==> src/hdl/mavg_pkg.sv <==
// Shared types and constants for the three-channel moving average block.
// No dependencies; every other file imports this package.
`default_nettype none

package mavg_pkg;

  // Width of one distance sample and of one average
  localparam int unsigned SAMPLE_W = 10;

  // Decoupling queue between the front and the back
  localparam int unsigned QUEUE_DEPTH = 2;
  localparam int unsigned QPTR_W      = 1;
  localparam int unsigned QCNT_W      = 2;

  // Number of channels handled in parallel
  localparam int unsigned NUM_CH = 3;

  // One input item: three readings in cm
  typedef struct packed {
    logic [SAMPLE_W-1:0] front_cm;
    logic [SAMPLE_W-1:0] right_cm;
    logic [SAMPLE_W-1:0] left_cm;
  } in_t;

  // One result item: three truncated averages
  typedef struct packed {
    logic [SAMPLE_W-1:0] front_avg;
    logic [SAMPLE_W-1:0] right_avg;
    logic [SAMPLE_W-1:0] left_avg;
  } out_t;

  // Back-end sequencer, one-hot
  typedef enum logic [3:0] {
    ST_IDLE = 4'b0001,
    ST_UPD  = 4'b0010,
    ST_DIV  = 4'b0100,
    ST_PUT  = 4'b1000
  } back_state_e;

endpackage

`default_nettype wire

==> src/hdl/mavg_fifo.sv <==
// Front end: two-entry queue that accepts input items and holds them
// until the back end is free. Depends on mavg_pkg.
`default_nettype none

module mavg_fifo (
  input  logic           clk_i,
  input  logic           rst_ni,
  input  logic           in_valid_i,
  output logic           in_ready_o,
  input  mavg_pkg::in_t  in_data_i,
  output logic           deq_valid_o,
  input  logic           deq_ready_i,
  output mavg_pkg::in_t  deq_data_o
);
  import mavg_pkg::*;

  in_t               entry_q [QUEUE_DEPTH];
  logic [QPTR_W-1:0] wr_ptr_q, wr_ptr_d;
  logic [QPTR_W-1:0] rd_ptr_q, rd_ptr_d;
  logic [QCNT_W-1:0] cnt_q, cnt_d;
  logic              push, pop;

  // Handshake
  assign in_ready_o  = (cnt_q != QCNT_W'(QUEUE_DEPTH));
  assign deq_valid_o = (cnt_q != '0);
  assign deq_data_o  = entry_q[rd_ptr_q];
  assign push        = in_valid_i && in_ready_o;
  assign pop         = deq_valid_o && deq_ready_i;

  // Pointer and count update
  always_comb begin
    wr_ptr_d = push ? wr_ptr_q + 1'b1 : wr_ptr_q;
    rd_ptr_d = pop  ? rd_ptr_q + 1'b1 : rd_ptr_q;
    cnt_d    = cnt_q;
    if (push && !pop) begin
      cnt_d = cnt_q + 1'b1;
    end else if (pop && !push) begin
      cnt_d = cnt_q - 1'b1;
    end
  end

  always_ff @(posedge clk_i or negedge rst_ni) begin
    if (!rst_ni) begin
      wr_ptr_q <= '0;
      rd_ptr_q <= '0;
      cnt_q    <= '0;
    end else begin
      wr_ptr_q <= wr_ptr_d;
      rd_ptr_q <= rd_ptr_d;
      cnt_q    <= cnt_d;
    end
  end

  // Storage, no reset needed
  always_ff @(posedge clk_i) begin
    if (push) begin
      entry_q[wr_ptr_q] <= in_data_i;
    end
  end

endmodule

`default_nettype wire

==> src/hdl/mavg_back.sv <==
// Back end: sample rings, running sums, serial divider and output register.
// Depends on mavg_pkg.
`default_nettype none

module mavg_back #(
  parameter int unsigned WINDOW = 10
) (
  input  logic            clk_i,
  input  logic            rst_ni,
  input  logic            item_valid_i,
  output logic            item_ready_o,
  input  mavg_pkg::in_t   item_i,
  output logic            res_valid_o,
  input  logic            res_ready_i,
  output mavg_pkg::out_t  res_o
);
  import mavg_pkg::*;

  localparam int unsigned SUM_W  = $clog2(((2 ** SAMPLE_W) - 1) * WINDOW + 1);
  localparam int unsigned CNT_W  = $clog2(WINDOW + 1);
  localparam int unsigned SLOT_W = $clog2(WINDOW);
  localparam int unsigned DW     = SAMPLE_W + CNT_W;
  localparam int unsigned STEP_W = $clog2(SAMPLE_W);

  back_state_e         state_q, state_d;
  in_t                 item_q;
  in_t                 rd_q;
  in_t                 ring_mem [WINDOW];
  logic [SLOT_W-1:0]   slot_q;
  logic [CNT_W-1:0]    cnt_q;
  logic [SUM_W-1:0]    sum_q   [NUM_CH];
  logic [DW-1:0]       rem_q   [NUM_CH];
  logic [SAMPLE_W-1:0] quo_q   [NUM_CH];
  logic [DW-1:0]       dsh_q;
  logic [STEP_W-1:0]   step_q;
  logic                out_valid_q;
  out_t                out_q;

  logic                pop;
  logic                full;
  logic [CNT_W-1:0]    cnt_inc;
  logic [SAMPLE_W-1:0] new_s   [NUM_CH];
  logic [SAMPLE_W-1:0] old_s   [NUM_CH];
  logic [SUM_W-1:0]    sum_new [NUM_CH];
  logic [DW:0]         trial   [NUM_CH];
  logic                take    [NUM_CH];
  logic                load_out;

  assign item_ready_o = (state_q == ST_IDLE);
  assign pop          = item_valid_i && item_ready_o;
  assign full         = (cnt_q == CNT_W'(WINDOW));
  assign cnt_inc      = full ? cnt_q : cnt_q + 1'b1;
  assign load_out     = (state_q == ST_PUT) && (!out_valid_q || res_ready_i);

  // Per-channel view of the new and the replaced sample.
  // Until the ring is full the slot was never written and reads as zero.
  always_comb begin
    new_s[0] = item_q.front_cm;
    new_s[1] = item_q.right_cm;
    new_s[2] = item_q.left_cm;
    old_s[0] = full ? rd_q.front_cm : '0;
    old_s[1] = full ? rd_q.right_cm : '0;
    old_s[2] = full ? rd_q.left_cm  : '0;
    for (int c = 0; c < NUM_CH; c++) begin
      sum_new[c] = sum_q[c] - SUM_W'(old_s[c]) + SUM_W'(new_s[c]);
      trial[c]   = {1'b0, rem_q[c]} - {1'b0, dsh_q};
      take[c]    = !trial[c][DW];
    end
  end

  // Sequencer
  always_comb begin
    state_d = state_q;
    case (state_q)
      ST_IDLE: if (pop) state_d = ST_UPD;
      ST_UPD:  state_d = ST_DIV;
      ST_DIV:  if (step_q == '0) state_d = ST_PUT;
      ST_PUT:  if (load_out) state_d = ST_IDLE;
      default: state_d = ST_IDLE;
    endcase
  end

  // Control state
  always_ff @(posedge clk_i or negedge rst_ni) begin
    if (!rst_ni) begin
      state_q     <= ST_IDLE;
      slot_q      <= '0;
      cnt_q       <= '0;
      out_valid_q <= 1'b0;
      for (int c = 0; c < NUM_CH; c++) begin
        sum_q[c] <= '0;
      end
    end else begin
      state_q <= state_d;
      if (state_q == ST_UPD) begin
        cnt_q  <= cnt_inc;
        slot_q <= (slot_q == SLOT_W'(WINDOW - 1)) ? '0 : slot_q + 1'b1;
        for (int c = 0; c < NUM_CH; c++) begin
          sum_q[c] <= sum_new[c];
        end
      end
      if (load_out) begin
        out_valid_q <= 1'b1;
      end else if (res_ready_i) begin
        out_valid_q <= 1'b0;
      end
    end
  end

  // Datapath: restoring divide, one quotient bit per cycle, MSB first
  always_ff @(posedge clk_i) begin
    if (pop) begin
      item_q <= item_i;
    end
    case (state_q)
      ST_UPD: begin
        dsh_q  <= DW'(cnt_inc) << (SAMPLE_W - 1);
        step_q <= STEP_W'(SAMPLE_W - 1);
        for (int c = 0; c < NUM_CH; c++) begin
          rem_q[c] <= DW'(sum_new[c]);
          quo_q[c] <= '0;
        end
      end
      ST_DIV: begin
        dsh_q  <= dsh_q >> 1;
        step_q <= step_q - 1'b1;
        for (int c = 0; c < NUM_CH; c++) begin
          if (take[c]) begin
            rem_q[c] <= trial[c][DW-1:0];
          end
          quo_q[c] <= {quo_q[c][SAMPLE_W-2:0], take[c]};
        end
      end
      default: ;
    endcase
    if (load_out) begin
      out_q.front_avg <= quo_q[0];
      out_q.right_avg <= quo_q[1];
      out_q.left_avg  <= quo_q[2];
    end
  end

  // Sample ring: read old sample on pop, write new one during update
  always_ff @(posedge clk_i) begin
    if (pop) begin
      rd_q <= ring_mem[slot_q];
    end
    if (state_q == ST_UPD) begin
      ring_mem[slot_q] <= item_q;
    end
  end

  assign res_valid_o = out_valid_q;
  assign res_o       = out_q;

endmodule

`default_nettype wire

==> src/hdl/three_channel_moving_average_top.sv <==
// Top level of the three-channel boxcar moving average.
// Depends on mavg_pkg, mavg_fifo and mavg_back.
`default_nettype none

// Each item carries three distance readings (front, right, left). For every
// item the block returns one result with the truncated average of the last
// WINDOW readings per channel, or of all readings so far while fewer than
// WINDOW have arrived. In the back end each item passes these steps in order:
// the replaced sample is fetched from the ring, the running sums are updated,
// the bit-serial divider runs (one quotient bit per cycle, all three channels
// in parallel) and the output register is loaded. The back end takes no new
// item until the previous one is in the output register. A two-entry input
// queue and the output register let both sides stall independently. No
// clearing pass is needed after reset.
module three_channel_moving_average_top #(
  parameter int unsigned WINDOW = 10
) (
  input  logic            clk_i,
  input  logic            rst_ni,
  input  logic            in_valid_i,
  output logic            in_ready_o,
  input  mavg_pkg::in_t   in_data_i,
  output logic            out_valid_o,
  input  logic            out_ready_i,
  output mavg_pkg::out_t  out_data_o
);
  import mavg_pkg::*;

  logic q_valid;
  logic q_ready;
  in_t  q_data;

  // Front: input queue
  mavg_fifo u_fifo (
    .clk_i       (clk_i),
    .rst_ni      (rst_ni),
    .in_valid_i  (in_valid_i),
    .in_ready_o  (in_ready_o),
    .in_data_i   (in_data_i),
    .deq_valid_o (q_valid),
    .deq_ready_i (q_ready),
    .deq_data_o  (q_data)
  );

  // Back: rings, sums, divider
  mavg_back #(
    .WINDOW (WINDOW)
  ) u_back (
    .clk_i        (clk_i),
    .rst_ni       (rst_ni),
    .item_valid_i (q_valid),
    .item_ready_o (q_ready),
    .item_i       (q_data),
    .res_valid_o  (out_valid_o),
    .res_ready_i  (out_ready_i),
    .res_o        (out_data_o)
  );

endmodule

`default_nettype wire

==> config.mk <==
export PLATFORM = sky130hd
export DESIGN_NAME = three_channel_moving_average_top
export DESIGN_NICKNAME = d
export VERILOG_FILES = /design/src/hdl/mavg_pkg.sv /design/src/hdl/mavg_fifo.sv /design/src/hdl/mavg_back.sv /design/src/hdl/three_channel_moving_average_top.sv
export SDC_FILE = /design/constraint.sdc
export NUM_CORES = 1
export LEC_CHECK = 0
export BUFFER_PORTS_ARGS = -buffer_cell sky130_fd_sc_hd__clkbuf_2
export CAP_MARGIN = 15
export CORE_ASPECT_RATIO = 2
export CORE_MARGIN = 3
export CORE_UTILIZATION = 54
export DETAILED_ROUTE_END_ITERATION = 8
export PLACE_DENSITY = 0.73
export SYNTH_ARGS = -nofsm -noshare
export SYNTH_HDL_FRONTEND = slang
export SYNTH_SLANG_ARGS = --single-unit
==> constraint.sdc <==
create_clock -name clk_i -period 8.25 [get_ports clk_i]
set_input_delay 1.65 -clock clk_i [delete_from_list [all_inputs] [get_ports clk_i]]
set_output_delay 1.65 -clock clk_i [all_outputs]
set_load 0.02 [all_outputs]
# Word level (Yosys, flattened, before mapping)
# Memories as Yosys holds them, arrays and structs flattened. A register that Yosys moved wholly into a read port is not among the register bits.
# Cells that the tools add are included.
op_classes:
  n_reduce_logical: 18
  n_eq_ne: 10
  n_mux: 36
  bitwise: 6
  addsub: 16
op_table:
  columns: ["cell", "count"]
  rows:
  - ["$mux W10", 6]
  - ["$sub A14 B14 Y15", 3]
  - ["$add A14 B10 Y14", 3]
  - ["$mux W14", 3]
  - ["$sub A14 B10 Y14", 3]
  - ["$pmux W14 S2", 1]
  - ["$mux W4", 5]
  - ["$mux W1", 17]
  - ["$pmux W4 S4", 1]
  - ["$eq A4 B4 Y1 const B", 3]
  - ["$add A4 B1 Y4 const B", 2]
  - ["$pmux W4 S2", 1]
  - ["$reduce_bool A2 Y1", 4]
  - ["$logic_not A1 Y1", 6]
  - ["$or A1 B1 Y1", 6]
  - ["$logic_and A1 B1 Y1", 5]
  - ["$eq A4 B1 Y1 const B", 1]
  - ["$eq A4 B2 Y1 const B", 1]
  - ["$eq A4 B3 Y1 const B", 1]
  - ["$logic_not A4 Y1", 1]
  - ["$mux W2", 2]
  - ["$ne A2 B1 Y1 const B", 2]
  - ["$ne A2 B2 Y1 const B", 2]
  - ["$sub A4 B1 Y4 const B", 1]
  - ["5 further kinds", 6]
word_totals:
  register_bits: 107
  n_memories: 4
  mem_bits_rw: 432
  input_bits: 34
  word_cells: 105
  out_inout_bits: 32
mem_list:
  columns: ["memory", "depth", "width", "read_ports", "rd_ports_with_merged_regs", "wr", "line", "text"]
  rows:
  - ["u_back.ring_mem", 10, 30, 1, 1, 1, "mavg_back.sv:28", "in_t ring_mem [WINDOW];"]
  - ["u_fifo.entry_q", 2, 30, 1, 1, 1, "mavg_fifo.sv:17", "in_t entry_q [QUEUE_DEPTH];"]
  - ["u_back.rem_q", 3, 14, 3, 0, 3, "mavg_back.sv:32", "logic [DW-1:0] rem_q [NUM_CH];"]
  - ["u_back.quo_q", 3, 10, 3, 0, 3, "mavg_back.sv:33", "logic [SAMPLE_W-1:0] quo_q [NUM_CH];"]

# Logic depth before layout (Yosys ltp)
depth:
  ltp_word: 6
  depth_mapped: 18
  ltp_nobuf: 16

# Hierarchy
# A second synthesis with hierarchy kept.
hier_totals:
  cells_unflattened: 1807
  hier_area_um2: 26950.8
modules_own_cells:
  columns: ["mod", "area_each_um2", "seq_area_each_um2", "instances", "cells_each"]
  rows:
  - ["mavg_back", 24566.1, 15761.4, 1, 1696]
  - ["mavg_fifo", 2384.8, 1901.8, 1, 111]

# Worst setup path before layout
# No wires, ideal clock.
synth_path:
  kind: "reg2reg"
  startpoint: "register u_back.state_q[0]"
  endpoint: "register u_fifo.cnt_q[1]"
  required_ns: 8.171
  stages_incl_launch_ff: 8
  path_buffers: 1
  period_less_slack_ns: 7.800
  arrival_ns: 7.721
  setup_time_ns: 0.079
  setup_slack_ns: 0.450
  cell_sequence: "dfstp_2 -> clkbuf_1 -> nor4bb_1 -> inv_1 -> ha_1 -> xor2_1 -> nor2_1 -> xor2_1"
synth_via:
  elab_chain_cells: 5
  elab_cells_between_ends: 7
  cone_classes: "eq/ne: 1; mux: 1; reduce/logical: 5"
synth_rtl:
  columns: ["item", "line", "text"]
  rows:
  - ["from (decl)", "mavg_back.sv:25", "back_state_e state_q, state_d;"]
  - ["from (signal assigned)", "mavg_back.sv:94", "state_q <= state_d;"]
  - ["$eq A4 B1 Y1 (*)", "mavg_back.sv:49", "assign item_ready_o = (state_q == ST_IDLE);"]
  - ["$logic_and A1 B1 Y1 (*)", null, null]
  - ["via u_back.pop", "mavg_back.sv:39", "logic pop;"]
  - ["$logic_not A1 Y1", "mavg_fifo.sv:35", "if (push && !pop) begin"]
  - ["$logic_and A1 B1 Y1", "mavg_fifo.sv:35", null]
  - ["$mux W2 or $reduce_bool A2 Y1 (tied branches)", null, null]
  - ["to (signal assigned)", "mavg_fifo.sv:50", "cnt_q <= cnt_d;"]
  - ["to (decl)", "mavg_fifo.sv:20", "logic [QCNT_W-1:0] cnt_q, cnt_d;"]
# Mark *: on every way through the listed nets, which the timed path passes. The rest lies on a longest branch.
# A chain may end at the register's enable or synchronous reset.

==> results.md <==
- Pre-CTS setup slack: 3965 ps
- Met2 WL: around 28 mm
- Router iterations before antenna repair: 5
- Initial antenna violation count: 0
- Setup ws final: slightly below 4000 ps
- Nets: 2054
- # setup viols final: 0
- Highest-delay cell along the critical path: and3b_1
- Aggregate global-route resource usage: about a fifth
- Fraction of layout instances using a drive strength above 1: between 15 and 20%
- Width of the die: ~160 um
- CTS H-tree depth: 2
- Global-route wire length before repair: 81.73 mm
- Net count after synthesis: 1973
- Endpoint type of the worst setup path: flop
- Critical setup path kind: flop to flop
- Number of nets with antenna violations after detailed routing: 0
- DRT met1 WL: roughly 19 mm
- Worst VDD drop: 0.0002462 V
- Overall die area: 52910 um2
- Quantity of gates resized following cts: 0
- Uppermost signal routing layer after detailed routing: met4
- DP HPWL: ~34 mm
- Clock buffer count from CTS: 49
- CTS Hold Bufs: 0
- Leak Pwr: around 11 nW
- Synth Warn #: 0
- Max-capacitance violation count: 0
- Floorplan Core Area: slightly below 50000 um2
- Cells traversed along the worst timing path: inv_1, ha_1, and3b_1, buf_4, and2_1, fa_1, inv_1, ha_1, nor2b_1, o31a_1, or4_1, a31oi_1, o21bai_1, xnor2_1, mux2i_1
- Synthesized flop and latch total: around 600
- Vias in the first global route: 15467
- Clock Sink Count: between 500 and 600
- Top cells by area, synth: edfxtp_1 (60%), dfrtp_1 (5.4%), mux4_2 (5.0%)
- HP Class: flop to flop
- Setup repair after global routing missed its margin: false
- Pins over their slew limit: 0
- Max Clock Freq: about 0.23 GHz
- Unique masters post-synth: 69
- Clk Latency, worst-skew pair: around 600 ps
- Met3 routed WL: around 1.8 mm
- Clk slew on worst S/H paths: ~70 ps
- Max stage delay on crit path: 460 ps
- Chip Height: 322.3 um
- Synthesized area divided by synthesized cell count: between 10 and 15 um2
- Post-synthesis async set-or-reset flop share: around a tenth
- Min Clock Period, post-route: ~4300 ps
- Fill cell total of the finished layout: around 3700
- Launching element type of the critical path: flop
- Total negative setup slack: 0 ps
- Worst-case headroom to the max-slew limit: between 20% and 30%
- Remaining global-route overflow: 0
- Slew of the pin with the lowest slew margin: roughly 1100 ps
- Final hold violation count: 0
- Mapped Area: 27020 um2
- Post-CTS setup repair buffer count: 0
- Routability-driven placement congestion ratio: around 0.9
- Maximum clock skew at final layout: 19.07 ps
- Port Buf Inserts: 65
- PD cells: between 400 and 500 nW/um2
- Power consumption: 13.25 mW
- Drt drc: 0
- Buffer type at the clock tree root: clkbuf_16
- Aggregate routed wire length: 51.00 mm
- Drt first-iter violations: 843
- Number of flops mapped to enable cells by yosys: about 540
- Worst EP required: ~8600 ps
- Post-route clock period utilization: about half
- Antenna Diode Count: 0
- Post-Synthesis Cells: between 1500 and 2000
- Via count: between 10000 and 15000
- Cell row count: 115
- Pin count of the biggest net entering global routing: between 70 and 80
- Via density per instance: around 5.6
- Area growth from synthesis to layout: 10.74%
- Status: complete, no violations
- CTS tree: built
- I/O pins: 66
- Worst Path Max Fanout: 20
- Worst Path Arrival: 4610 ps
- Main synth FF type: edfxtp_1
- Share of synthesized area occupied by flip-flops and latches: between 60% and 70%
- Largest area contributor in the netlist: edfxtp_1
- Fin util: between 60 and 70%
- WL/cell: slightly below 20 um
- Synth top area share: 59.91%
- Maximum number of buffers from clock root to sink: 3
- Initial core utilization: between 50 and 60%
[layout by cell type, fill, tap and decap left out, types with 18 or more instances in the layout]
| cell type | instances |
|---|---|
| edfxtp_1 | 539 |
| inv_1 | 165 |
| a21oi_1 | 86 |
| ha_1 | 85 |
| nand2_1 | 76 |
| o21ai_0 | 74 |
| mux2i_1 | 69 |
| nor2_1 | 68 |
| clkbuf_2 | 64 |
| mux4_2 | 60 |
| dfrtp_1 | 54 |
| nor2b_1 | 50 |
| clkbuf_16 | 49 |
| xnor2_1 | 42 |
| xor2_1 | 40 |
| a211oi_1 | 36 |
| and2_1 | 34 |
| mux2_2 | 33 |
| fa_1 | 33 |
| and3_1 | 30 |
| buf_4 | 28 |
| nand2b_1 | 21 |
| a21o_1 | 18 |
[flip-flops by register name, indices dropped and copies added, names as in the netlist]
| register | flops |
|---|---|
| u_back.quo_q | 30 |
| u_fifo.cnt_q | 2 |
| u_back.cnt_q | 4 |
| u_back.step_q | 4 |
| u_back.slot_q | 4 |
| u_fifo.entry_q | 60 |
| u_back.res_o | 30 |
| u_back.ring_mem | 300 |
| u_back.rd_q | 30 |
| u_back.item_q | 30 |
| u_back.sum_q | 42 |
| u_back.res_valid_o | 1 |
| u_fifo.wr_ptr_q | 1 |
| u_back.state_q | 4 |
| u_fifo.rd_ptr_q | 1 |
| u_back.rem_q | 42 |
| u_back.dsh_q | 13 |
[layout make-up]
type | instances | area, um2 | share of cell area [%]
clock inverter | 31 | 441.7 | 1.476
clock buffer | 61 | 1301 | 4.350
multi-input combinational | 995 | 8543 | 28.56
sequential | 598 | 17670 | 59.07
timing repair buffer | 93 | 535.5 | 1.790
tap | 643 | 804.5 | 2.689
inverter | 165 | 619.3 | 2.070
[critical path: cells and delay by family, from the launching register on]
kind | cells | cell delay (ps)
AO/OA/AOI/OAI | 3 | 730
XOR/XNOR | 1 | 200
adder cells (fa/ha/maj) | 3 | 820
buffers and inverters | 3 | 500
flip-flops | 1 | 420
multiplexers | 1 | 100
AND/OR/NAND/NOR | 4 | 1210
[per-layer routing]
layer  track usage [%]  vias to the layer above
li1                  -                     6872
met1             21.78                     7201
met2             37.00                      318
met3             2.403                      118
met4             10.69                        0
met5                 0                        -
[path summary, 6_finish.rpt]
path                                       end  slack [ps]  cells past startpoint                from
max                        u_back.rem_q[0][24]        3960                     15     u_back.cnt_q[0]
min                           u_back.res_o[29]         420                      0  u_back.quo_q[0][9]
max reg2reg                u_back.rem_q[0][24]        3960                     15     u_back.cnt_q[0]
min reg2reg                   u_back.res_o[29]         420                      0  u_back.quo_q[0][9]
max in group asynchronous     u_back.slot_q[0]        6180                      2              rst_ni
min in group asynchronous     u_back.sum_q[21]         880                      1              rst_ni
[cells in the mapped netlist (7+ instances only)]
| cell type | count |
|---|---|
| nor3_1 | 13 |
| buf_2 | 10 |
| a31oi_1 | 7 |
| clkbuf_1 | 44 |
| nand2_1 | 77 |
| mux2i_1 | 69 |
| dfrtp_1 | 58 |
| mux4_2 | 60 |
| inv_1 | 165 |
| xnor2_1 | 42 |
| fa_1 | 33 |
| o21ai_0 | 74 |
| a211oi_1 | 36 |
| nand2b_1 | 21 |
| edfxtp_1 | 539 |
| or3_1 | 8 |
| nor2b_1 | 50 |
| and2_1 | 34 |
| and3_1 | 30 |
| mux2_2 | 33 |
| a21o_1 | 18 |
| a21oi_1 | 86 |
| ha_1 | 85 |
| nand3_1 | 10 |
| nor2_1 | 77 |
| xor2_1 | 40 |
| o21a_1 | 11 |
| o31ai_1 | 8 |
[cells by family after synthesis]
group / synth area share, %
DFF: 65.38
buffers and inverters: 3.284
adders and majority gates: 6.382
muxes: 9.198
xor gates and xnor gates: 2.658
and+or+nand+nor: 6.637
AOI/OAI and AO/OA: 6.461
[stage by stage]
stage,hold WS (ps),area (um2),std cells
after global placement,402.3,28170,2494
after detailed placement,407.9,28170,2494
after floorplan,400.3,27020,1821
final,422.8,29920,2586
after global routing,433.9,29920,2586
after CTS,425.0,29920,2586
[power breakdown]
group	switching [mW]	internal, mW
Clock	1.07	1.42
Combinational	3.37	2.44
Sequential	0.468	4.49
No activity file was read; power rests on OpenSTA's default activity.
